### src/rtl/core/assert_macros.svh
// ----------------------------------------------------------------------------
// assertion macros
// shared concurrent assertion forms for the maze core
// ----------------------------------------------------------------------------
`ifndef ASSERT_MACROS_SVH
`define ASSERT_MACROS_SVH

// checked outside reset
`define GMZ_ASSERT(lbl, prop, msg) \
   lbl: assert property (@(posedge clock) disable iff (reset) (prop)) \
      else $error(msg);

// checked at every edge, reset included
`define GMZ_ASSERT_ALWAYS(lbl, prop, msg) \
   lbl: assert property (@(posedge clock) (prop)) \
      else $error(msg);

`endif

### src/rtl/core/gmz_pkg.sv
// ----------------------------------------------------------------------------
// gmz_pkg
// types and constants shared by the maze core and its pick unit
// ----------------------------------------------------------------------------
package gmz_pkg;

   localparam logic [1:0] CMD_CLEAR = 2'd0;
   localparam logic [1:0] CMD_GEN   = 2'd1;
   localparam logic [1:0] CMD_SOLVE = 2'd2;
   localparam logic [1:0] CMD_READ  = 2'd3;

   localparam logic [1:0] DIR_TOP    = 2'd0;
   localparam logic [1:0] DIR_RIGHT  = 2'd1;
   localparam logic [1:0] DIR_BOTTOM = 2'd2;
   localparam logic [1:0] DIR_LEFT   = 2'd3;

   localparam int unsigned LFSR_WIDTH = 16;
   localparam logic [LFSR_WIDTH-1:0] LFSR_TAPS = 16'hB400;
   localparam logic [LFSR_WIDTH-1:0] LFSR_ONE  = 16'h0001;

   localparam logic [3:0] WALL_ALL = 4'hF;

   typedef struct packed {
      logic [3:0] walls;
      logic       visited;
      logic       path;
   } cell_type;

   typedef struct packed {
      logic                  load;
      logic                  step;
      logic [LFSR_WIDTH-1:0] seed;
   } pick_ctl_type;

endpackage

### src/rtl/core/gmz_pick.sv
// ----------------------------------------------------------------------------
// gmz_pick
// random direction pick: lfsr stepped once per pick, index lfsr mod count
// ----------------------------------------------------------------------------
`include "assert_macros.svh"

module gmz_pick (
   input  logic                 clock,
   input  logic                 reset,
   input  gmz_pkg::pick_ctl_type ctl,
   input  logic [3:0]           mask,
   output logic [1:0]           dir
);

   logic [gmz_pkg::LFSR_WIDTH-1:0] lfsr_ff, lfsr_in, lfsr_nx;
   logic [1:0] dir_ff, dir_in;
   logic [2:0] count;
   logic [1:0] idx;

   function automatic logic [1:0] mod3(input logic [15:0] v);
      logic [4:0] s;
      logic [2:0] t;
      s = '0;
      for (int i = 0; i < 8; i++) begin
         s = s + 5'(v[2*i +: 2]);
      end
      t = 3'(s[1:0]) + 3'(s[3:2]) + 3'(s[4]);
      if (t >= 3'd6) begin
         t = t - 3'd6;
      end else if (t >= 3'd3) begin
         t = t - 3'd3;
      end
      return t[1:0];
   endfunction

   always_comb begin
      lfsr_nx = {1'b0, lfsr_ff[gmz_pkg::LFSR_WIDTH-1:1]};
      if (lfsr_ff[0]) begin
         lfsr_nx = lfsr_nx ^ gmz_pkg::LFSR_TAPS;
      end
      count = 3'(mask[0]) + 3'(mask[1]) + 3'(mask[2]) + 3'(mask[3]);
      unique case (count)
         3'd2:    idx = {1'b0, lfsr_nx[0]};
         3'd3:    idx = mod3(lfsr_nx);
         3'd4:    idx = lfsr_nx[1:0];
         default: idx = 2'd0;
      endcase
   end

   always_comb begin
      logic [1:0] j;
      j = 2'd0;
      dir_in = dir_ff;
      for (int i = 0; i < 4; i++) begin
         if (mask[i]) begin
            if (j == idx) begin
               dir_in = 2'(i);
            end
            j = j + 2'd1;
         end
      end
   end

   always_comb begin
      lfsr_in = lfsr_ff;
      if (ctl.load) begin
         lfsr_in = (ctl.seed == '0) ? gmz_pkg::LFSR_ONE : ctl.seed;
      end else if (ctl.step) begin
         lfsr_in = lfsr_nx;
      end
   end

   always_ff @(posedge clock) begin
      if (reset) begin
         lfsr_ff <= gmz_pkg::LFSR_ONE;
      end else begin
         lfsr_ff <= lfsr_in;
      end
      if (ctl.step) begin
         dir_ff <= dir_in;
      end
   end

   assign dir = dir_ff;

   `GMZ_ASSERT(a_lfsr_nonzero, lfsr_ff != '0, "lfsr reached zero")

endmodule

### config.mk
export PLATFORM = sky130hd
export DESIGN_NAME = gmz_pick
export DESIGN_NICKNAME = d
export VERILOG_FILES = /design/src/rtl/core/gmz_pkg.sv /design/src/rtl/core/gmz_pick.sv
export VERILOG_INCLUDE_DIRS = /design/src /design/src/rtl/core
export SDC_FILE = /design/constraint.sdc
export NUM_CORES = 1
export LEC_CHECK = 0
export BUFFER_PORTS_ARGS = -buffer_cell sky130_fd_sc_hd__buf_2
export CORE_MARGIN = 5
export CORE_UTILIZATION = 56
export CTS_BUF_LIST = sky130_fd_sc_hd__clkbuf_4 sky130_fd_sc_hd__clkbuf_8 sky130_fd_sc_hd__clkbuf_16
export DETAILED_ROUTE_END_ITERATION = 8
export HOLD_SLACK_MARGIN = 0.08
export PLACE_DENSITY_LB_ADDON = 0.3
export RECOVER_POWER = 25
export SYNTH_ARGS = -nofsm -noshare
export SYNTH_HDL_FRONTEND = slang
export SYNTH_SLANG_ARGS = --single-unit
### constraint.sdc
create_clock -name clock -period 8.1 [get_ports clock]
set_input_delay 0.405 -clock clock [delete_from_list [all_inputs] [get_ports clock]]
set_output_delay 0.405 -clock clock [all_outputs]
set_load 0.03 [all_outputs]
==> results of run 1 <==
## where the power goes
group	internal, mW	leakage [nW]	switching [mW]
Clock	0.0179	0.0154	0.0268
Combinational	0.302	0.687	0.391
Sequential	0.108	0.152	0.00970
Total	0.428	0.854	0.428
## flip-flops by register name, summed over array words and instances, names as in the netlist
signal,flops
lfsr_ff,16
dir,2
## metrics by stage
| stage | worst slack (ns) | util [%] | hold WS [ns] | total power, mW |
|---|---|---|---|---|
| 2_1_floorplan | 2.163 | - | 0.4774 | 0.6772 |
| 3_3_place_gp | 2.033 | 63.25 | 0.5432 | 0.7472 |
| 3_5_place_dp | 1.791 | 63.25 | 0.5739 | 0.8100 |
| 4_1_cts | 1.790 | 64.21 | 0.3477 | 0.8593 |
| 5_1_grt | 1.518 | 64.16 | 0.3498 | 0.9543 |
| 6_report | 1.817 | 64.16 | 0.3546 | 0.8557 |
## worst register-to-register path, cell delays in order, from the launching register on
cell     delay [ns]
dfxtp_1        0.51
xor2_1         0.26
fa_1           0.47
fa_1           0.48
fa_1           0.57
fa_1           0.43
ha_1           0.24
fa_1           0.48
inv_1          0.05
fa_1           0.38
inv_1          0.07
fa_1           0.51
ha_1           0.27
nor4_1         0.28
a31oi_1        0.07
a31oi_1        0.21
a31oi_2        0.10
xor2_2         0.20
and4b_1        0.21
a211o_1        0.26
## final cells by class
type                    count  area (µm²)
repair buffers             25       123.9
fillers                   227       979.7
well taps                  31       38.79
clock inverters             1       3.754
flip-flops and latches     18       380.4
clock buffers               3       22.52
inverters                  22       82.58
multi-input cells         132        1102
## cells by family after synthesis
kind of cell    Yosys count  synth area share (%)
flops                    18                 23.94
fa+ha+maj                26                 26.93
simple gates             49                 14.09
xor+xnor                  8                 4.882
mux                      15                 9.449
buf+inv                  28                 6.693
compound gates           34                 14.02
## per-layer routing
metal / vias up / global-route usage [%] / wire [µm] / share of wire [%]
met5: - / 0 / 0 / 0
met1: 616 / 19.73 / 1342 / 43
met2: 27 / 29.87 / 1585 / 51
li1: 644 / - / - / -
met4: 0 / 4.935 / 57 / 1.8
met3: 6 / 2.664 / 123 / 4.0
## worst min path at each step
| stage | startpoint | end | slack (ns) | cells past startpoint |
|---|---|---|---|---|
| after floorplan | reset | lfsr_ff[15] | 0.48 | 1 |
| after global placement | dir[1] | dir[1] | 0.54 | 1 |
| after detailed placement | dir[1] | dir[1] | 0.57 | 1 |
| after CTS | ctl[6] | lfsr_ff[6] | 0.35 | 3 |
| after global routing | ctl[1] | lfsr_ff[1] | 0.35 | 3 |
| final | ctl[7] | lfsr_ff[7] | 0.35 | 3 |
## cells in the final DEF (no fill, tap or decap), types with 2 or more instances in the layout
cell and instances:
xor2_1 6, a31oi_1 2, clkbuf_4 3, nand3b_1 2, fa_1 14, inv_1 22, a21oi_1 16, dfxtp_1 16
a211o_1 2, buf_2 24, nor2_1 31, o21a_1 3, edfxtp_1 2, nor4_1 4, nand3_1 2, nand2_1 4
mux2i_1 15, ha_1 11
==> run_results.csv, run 1 <==
group,metric,value,unit
placement,place_inst,228,
grt,grt_usage,16.46,%
yosys,netlist_top_cells_count,"nor2_1 (31), inv_1 (22), a21oi_1 (16), dfxtp_1 (16), mux2i_1 (15)",
critical_path,cp_common_cell,"fa_1",
yosys,synth_top_area_share,20.16,%
layout,syn2layout_area_growth,10.39,%
grt,grt_pass1_vias,1325,
die,fp.dieW,63.27,µm
die,num_rows,19,
clock_network,post_cts_buffers,0,
placement,placed_area,1729,µm²
placement,numPortBuffers,25,
die,die-area,4003,µm²
yosys,syn_area,1589,µm²
die,die_h,63.27,µm
route,first_pass_iters,4,
clock_network,clock_sinks,18,
route,detail_route.wl_per_cell,13.40,µm
clock_network,cts_made_buffers,3,
clock_network,cts_buffer_depth,2,
placement,hpwl,2572,µm
route,viasPerCell,5.573,
grt,grt_max_degree,33,
route,wirelength,3109,µm
critical_path,crit_arrival,6.34,ns
layout,design.final.nets,251,
layout,finalInstanceArea,1754,µm²
sta,fin_tns_setup,0,ns
critical_path,worstPathMaxFanout,7,
yosys,synth_most_common_cell,"nor2_1",
critical_path,startpoint_type,"flip-flop",
clock_network,cts_max_level,1,
clock_network,cts.hold.buffers_added,0,
critical_path,worstSetupPathDepth,19,
critical_path,setup.worst_path.start,"lfsr_ff[0]",
power_and_ir_drop,max-vdd-ir-drop,0.6023,mV
die,start_util,58.12,%
route,drt_iter0_markers,80,
hold_path,hold_class,"input pin to flip-flop",
power_and_ir_drop,p_leak,0.8542,nW
grt,antenna_found_initial,0,
yosys,synth_seq_area_share,23.94,%
grt,grt_overflow_total,0,
layout,fin_cells,232,
clock_network,path_clk_slew,0.10,ns
critical_path,r2r_setup_slack,1.82,ns
yosys,yosysWarnings,0,
die,boundaryPins,26,
layout,layout-drive-gt1-share,15.92,%
power_and_ir_drop,power_density,487.8,nW/µm²
sta,setup-violations-final,0,
route,num_vias,1293,
critical_path,critical_path_class,"flip-flop to flip-flop",
yosys,synth_edf_count,2,
clock_network,clkLatencyLatePin,0.29,ns
yosys,ys.flop_type,"dfxtp_1",
sta,final_max_slew_viol_count,0,
critical_path,crit_buf_inv,2,
critical_path,timing.rr.end,"dir[0]",
critical_path,cp_top_family,"adder cells",
critical_path,required,8.15,ns
critical_path,path_cells,"xor2_1 > fa_1 > fa_1 > fa_1 > fa_1 > ha_1 > fa_1 > inv_1 > fa_1 > inv_1 > fa_1 > ha_1 > nor4_1 > a31oi_1 > a31oi_1 > a31oi_2 > xor2_2 > and4b_1 > a211o_1",
sta,tightest_slew,1.180,ns
yosys,syn_area_per_cell,8.927,µm²
yosys,synth.distinct_cells,38,
clock_network,cts-resized-gates,0,
critical_path,r2r_start,"lfsr_ff[0]",
run,max_cap_viol_count,0,
yosys,synth_area_leaders,"dfxtp_1 (20%), fa_1 (18%), mux2i_1 (9.4%)",
yosys,synth_cells,178,
grt,grt_pass1_wl,5492,µm
sta,hold_viol,0,
die,core,2734,µm²
sta,max_slew_margin,21.34,%
critical_path,endpoint_kind,"flip-flop",
critical_path,reg2reg_depth,19,
critical_path,crit_path_end,"dir[0]",
critical_path,critPathMaxStageDelay,0.57,ns
sta,period_needed,6.283,ns
run_status,status,"complete, no violations",
critical_path,slowest_stage,"fa_1",
route,drtAntennaViolNets,0,
sta,fmax,159.1,MHz
route,drc,0,
clock_network,cts_tree,"done",
yosys,synth_top_area_cell,"dfxtp_1",
sta,finalClockSkew,0.005144,ns
sta,final.period_utilization,77.57,%
yosys,async_reset_ff_share,0,%
yosys,syn_nets,227,
placement,routabilityCongestion,0.9115,
layout,num_antenna_cells,0,
yosys,yosys_register_bits,18,
clock_network,cts_root_buf,"clkbuf_4",
sta,grt_setup_unrepaired,"false",
No activity file was read; power rests on OpenSTA's default activity.
==> run 2, diff against run 1 <==
CORE_UTILIZATION = 51   (was 56)
clock period = 5.4 ns   (was 8.1 ns; I/O delays follow)
==> run_results.csv, run 2 (synthesis gave the netlist of run 1 again) <==
group,metric,value,unit
critical_path,path_cells,"xor2_4 > fa_1 > fa_1 > fa_1 > fa_1 > ha_2 > fa_1 > inv_2 > fa_2 > inv_2 > fa_2 > ha_4 > o211ai_1 > a31oi_1 > a31oi_2 > buf_4 > a31o_2 > a21oi_1 > a211o_1",
sta,final.period_utilization,107.6,%
critical_path,worstPathMaxFanout,5,
layout,fillers,249,
sta,fmax,172.2,MHz
placement,hpwl,2799,µm
critical_path,timing.rr.end,"dir[0]",
critical_path,critical_path_class,"flip-flop to flip-flop",
critical_path,cp_common_cell,"fa_1",
layout,post-route-util,68.22,%
layout,num_antenna_cells,0,
clock_network,cts_max_level,1,
critical_path,startpoint_type,"flip-flop",
die,start_util,52.48,%
clock_network,path_clk_slew,0.11,ns
critical_path,crit_path_end,"dir[0]",
critical_path,crit_arrival,5.88,ns
sta,fin_tns_setup,-0.7506,ns
critical_path,reg2reg_depth,19,
critical_path,r2r_setup_slack,-0.41,ns
sta,max_slew_margin,19.98,%
hold_path,min_from,"ctl[5]",
clock_network,cts_made_buffers,3,
sta,hold_viol,0,
sta,period_needed,5.808,ns
route,drtAntennaViolNets,0,
grt,grt_pass1_wl,6141,µm
placement,routabilityCongestion,0.8110,
grt,grt_pass1_vias,1419,
layout,final_cell_mix,"nor2_1 (30), buf_2 (24), buf_4 (20)",
layout,largest_register,"lfsr_ff",
placement,numPortBuffers,25,
die,die-area,4332,µm²
grt,grt_max_degree,33,
layout,layout_commonest_cell,"nor2_1",
route,drt_iter0_markers,70,
die,die_h,65.82,µm
placement,place_inst,256,
sta,worst_slack,-0.4079,ns
route,first_pass_iters,4,
die,boundaryPins,26,
layout,largest_register_ffs,16,
critical_path,required,5.47,ns
clock_network,cts_root_buf,"clkbuf_4",
sta,finalClockSkew,0.01320,ns
die,core,3028,µm²
grt,grt_usage,18.02,%
placement,post-place-ws,-0.4503,ns
sta,setup-violations-final,2,
route,drc,0,
route,viasPerCell,5.086,
layout,fin_cells,267,
critical_path,setup.worst_path.start,"lfsr_ff[0]",
die,fp.dieW,65.82,µm
clock_network,clkLatencyLatePin,0.30,ns
die,num_rows,20,
sta,grt_setup_unrepaired,"true",
run_status,violations,"setup timing",
route,wirelength,3533,µm
route,num_vias,1358,
sta,tightest_slew,1.200,ns
critical_path,endpoint_kind,"flip-flop",
grt,antenna_found_initial,0,
layout,syn2layout_area_growth,30.00,%
critical_path,r2r_start,"lfsr_ff[0]",
route,detail_route.wl_per_cell,13.23,µm
clock_network,clock_sinks,18,
layout,design.final.nets,273,
grt,grt_overflow_total,0,
hold_path,hold_class,"input pin to flip-flop",
clock_network,cts_buffer_depth,2,
run_status,status,"finished, violations left",
run,max_cap_viol_count,0,
layout,layout-drive-gt1-share,34.08,%
critical_path,slowest_stage,"fa_1",
critical_path,critPathMaxStageDelay,0.52,ns
sta,final_max_slew_viol_count,0,
clock_network,cts_tree,"done",
## run 2: worst max-delay path, delay by kind of cell, from the launching register on
kind / cells / cell delay (ns)
xor+xnor: 1 / 0.18
compound gates: 6 / 1.08
buf+inv: 3 / 0.28
fa+ha+maj: 9 / 3.62
flops: 1 / 0.41
## run 2: final cells by class
| cell class | instances | area, µm² | area share (%) |
|---|---|---|---|
| multi-input combinational | 132 | 1219 | 58.99 |
| clock buffer | 3 | 22.52 | 1.090 |
| clock inverter | 1 | 3.754 | 0.1817 |
| tap | 44 | 55.05 | 2.665 |
| timing repair buffer | 47 | 296.5 | 14.35 |
| sequential | 18 | 386.6 | 18.72 |
| inverter | 22 | 82.58 | 3.998 |
## run 2: worst min-delay path by stage
stage | to | slack (ns) | cells past startpoint
4_1_cts | lfsr_ff[8] | 0.21 | 3
5_1_grt | lfsr_ff[5] | 0.22 | 3
3_3_place_gp | lfsr_ff[8] | 0.51 | 3
6_report | lfsr_ff[5] | 0.21 | 3
2_1_floorplan | lfsr_ff[15] | 0.34 | 1
3_5_place_dp | lfsr_ff[8] | 0.52 | 3
## run 2: stage by stage
step | hold WS, ns | area, µm²
floorplan | 0.3424 | 1628
global placement | 0.5102 | 1897
detailed placement | 0.5211 | 1897
CTS | 0.2094 | 1977
global route | 0.2178 | 2066
finish | 0.2098 | 2066
## run 2: metal layers
| metal | wire length [µm] | up-vias | GRT usage (%) |
|---|---|---|---|
| met4 | 25 | 0 | 4.663 |
| met5 | 0 | - | 0 |
| met3 | 110 | 2 | 1.361 |
| li1 | - | 687 | - |
| met2 | 1916 | 24 | 34.54 |
| met1 | 1481 | 645 | 21.28 |
## run 2: timing repair
action | 4_1_cts | 5_1_grt
buffers inserted | 2 | 5
pin swaps | 5 | 6
endpoints found under the setup margin | 2 | 2
hold buffers | 0 | 0
resized for setup | 9 | 12
Power of run 2 is not shown: default switching activity piles up to over one toggle a cycle in this logic, so the estimate is an artifact.
==> run 3, diff against run 2 <==
ABC_AREA = 1   (was default)
clock period = 5.1 ns   (was 5.4 ns; I/O delays follow)
==> run_results.csv, run 3 <==
group,metric,value,unit
run_status,status,"finished, violations left",
run_status,violations,"setup timing",
yosys,synth_seq_area_share,23.28,%
hold_path,hold_class,"input pin to flip-flop",
layout,syn2layout_area_growth,21.21,%
route,detail_route.wl_per_cell,12.16,µm
sta,setup-violations-final,2,
sta,finalClockSkew,0.007477,ns
yosys,synth.distinct_cells,32,
route,wirelength,3405,µm
hold_path,holdPathStages,2,
route,drc,0,
yosys,synth_top_family_by_area,"adder cells",
clock_network,cts_root_buf,"clkbuf_4",
route,viasPerCell,5.104,
critical_path,worstPathMaxFanout,4,
sta,whs,0.1446,ns
yosys,synth_edf_count,2,
grt,grt_overflow_total,0,
critical_path,crit_buf_inv,2,
placement,place_inst,276,
layout,largest_register,"lfsr_ff",
clock_network,cts.hold.buffers_added,0,
yosys,syn_area_per_cell,8.089,µm²
die,boundaryPins,26,
grt,antenna_found_initial,0,
critical_path,endpoint_kind,"flip-flop",
hold_path,min_to,"lfsr_ff[10]",
critical_path,reg2reg_depth,24,
critical_path,r2r_start,"lfsr_ff[0]",
critical_path,r2r_setup_slack,-0.26,ns
yosys,synth_cells,202,
yosys,syn_area,1634,µm²
clock_network,path_clk_slew,0.11,ns
layout,largest_register_ffs,16,
clock_network,clkLatencyLatePin,0.31,ns
yosys,synthMuxAreaShare,0,%
sta,max_slew_margin,63.13,%
yosys,synth_xor_area_share,2.144,%
clock_network,post_cts_buffers,0,
sta,worst_slack,-0.2566,ns
yosys,synth_area_leaders,"dfxtp_1 (20%), fa_1 (17%), inv_1 (9.0%)",
yosys,synth_top_area_share,19.60,%
grt,grt_max_degree,15,
run,max_cap_viol_count,0,
critical_path,startpoint_type,"flip-flop",
die,num_rows,20,
yosys,async_reset_ff_share,0,%
clock_network,cts_tree,"done",
clock_network,cts_made_buffers,3,
sta,final_max_slew_viol_count,0,
grt,grt_pass1_wl,5837,µm
critical_path,required,5.17,ns
critical_path,worstSetupPathDepth,24,
layout,num_antenna_cells,0,
die,core,3053,µm²
sta,fmax,186.7,MHz
critical_path,path_cells,"xor2_4 > fa_1 > fa_1 > fa_1 > fa_1 > ha_2 > fa_1 > inv_2 > fa_2 > inv_2 > fa_2 > ha_4 > nor2_4 > nand2_4 > nand2_2 > nand2_1 > nand2_1 > nand2_2 > nand2_4 > nand2_2 > nand2_2 > nand3_2 > nand2_1 > nand2_1",
die,die-area,4436,µm²
layout,post-route-util,64.88,%
placement,hpwl,2870,µm
yosys,synth_compound_area_share,14.85,%
route,num_vias,1429,
grt,grt_pass1_vias,1407,
die,fp.dieW,66.61,µm
critical_path,critPathMaxStageDelay,0.53,ns
sta,final.period_utilization,105.0,%
critical_path,cp_common_cell,"fa_1",
yosys,ys.flop_type,"dfxtp_1",
die,start_util,53.52,%
layout,layout-drive-gt1-share,30.08,%
sta,period_needed,5.357,ns
route,drtAntennaViolNets,0,
sta,tightest_slew,0.5531,ns
sta,grt_setup_unrepaired,"true",
critical_path,slowest_stage,"fa_1",
sta,hold_viol,0,
yosys,synth_top_area_cell,"dfxtp_1",
yosys,synth_fa_ha_area_share,25.57,%
route,drt_iter0_markers,35,
critical_path,timing.rr.end,"dir[0]",
clock_network,cts_buffer_depth,2,
placement,numPortBuffers,25,
yosys,synthSimpleGateAreaFrac,23.74,%
die,die_h,66.61,µm
yosys,yosysWarnings,0,
yosys,synth_most_common_cell,"inv_1",
hold_path,min_from,"reset",
placement,post-place-ws,-0.2734,ns
critical_path,crit_arrival,5.43,ns
layout,final_cell_mix,"inv_1 (37), buf_2 (23), nand2_1 (20)",
layout,layout_commonest_cell,"inv_1",
critical_path,cp_top_family,"adder cells",
yosys,netlist_top_cells_count,"inv_1 (39), nand2_1 (22), nor2_1 (19)",
placement,routabilityCongestion,0.8092,
clock_network,clock_sinks,18,
critical_path,critical_path_class,"flip-flop to flip-flop",
yosys,yosys_register_bits,18,
yosys,syn_nets,251,
grt,grt_usage,16.99,%
clock_network,cts_max_level,1,
layout,design.final.nets,286,
route,first_pass_iters,4,
layout,fin_cells,280,
[run 3: cell count changes in the layout (fill, tap and decap cells not counted), sizes merged, moves of 12 or more]
cell | previous run | this run
nand2 | 4 | 31
buf | 46 | 31
nand3 | 2 | 14
o21ai | 1 | 16
mux2i | 15 | 0
inv | 22 | 42
[run 3: worst max-delay path by stage]
stage,startpoint,to,slack [ns]
final,lfsr_ff[0],dir[0],-0.26
after global routing,lfsr_ff[0],dir[0],-0.45
after CTS,lfsr_ff[0],dir[0],-0.27
after detailed placement,lfsr_ff[14],dir[0],-0.27
after global placement,lfsr_ff[0],dir[0],-0.15
after floorplan,lfsr_ff[0],dir[0],-0.11
[run 3: layout make-up]
type / instances / area (µm²)
Multi-Input combinational cell: 139 / 1164
Fill cell: 300 / 1072
Sequential cell: 18 / 385.4
Timing Repair Buffer: 33 / 182.7
Inverter: 42 / 157.7
Tap cell: 44 / 55.05
Clock buffer: 4 / 36.28
[run 3: stage by stage]
stage,area (µm²),TNS (ns)
floorplan,1693,-0.2228
global placement,1921,-0.2404
detailed placement,1921,-0.5018
CTS,1958,-0.5039
global route,1981,-0.9072
finish,1981,-0.4542
[run 3: cell families after synthesis]
family                     Yosys count
buffers and inverters               45
adders and majority gates           25
and+or+nand+nor                     72
AOI/OAI and AO/OA                   38
DFF                                 18
xor gates and xnor gates             4
[run 3: timing repair]
item / 4_1_cts / 5_1_grt
gates resized for setup: 1 / 6
pin swaps: 2 / 1
endpoints found under the setup margin: 2 / 2
[run 3: routing by layer]
metal | track usage [%] | share of wire [%] | vias to the layer above | wire (µm)
met4 | 3.807 | 1.0 | 0 | 34
li1 | - | - | 725 | -
met5 | 0 | 0 | - | 0
met1 | 21.29 | 45 | 666 | 1543
met3 | 3.035 | 5.1 | 4 | 174
met2 | 30.07 | 49 | 34 | 1654
Power of run 3 is left out for the same reason.
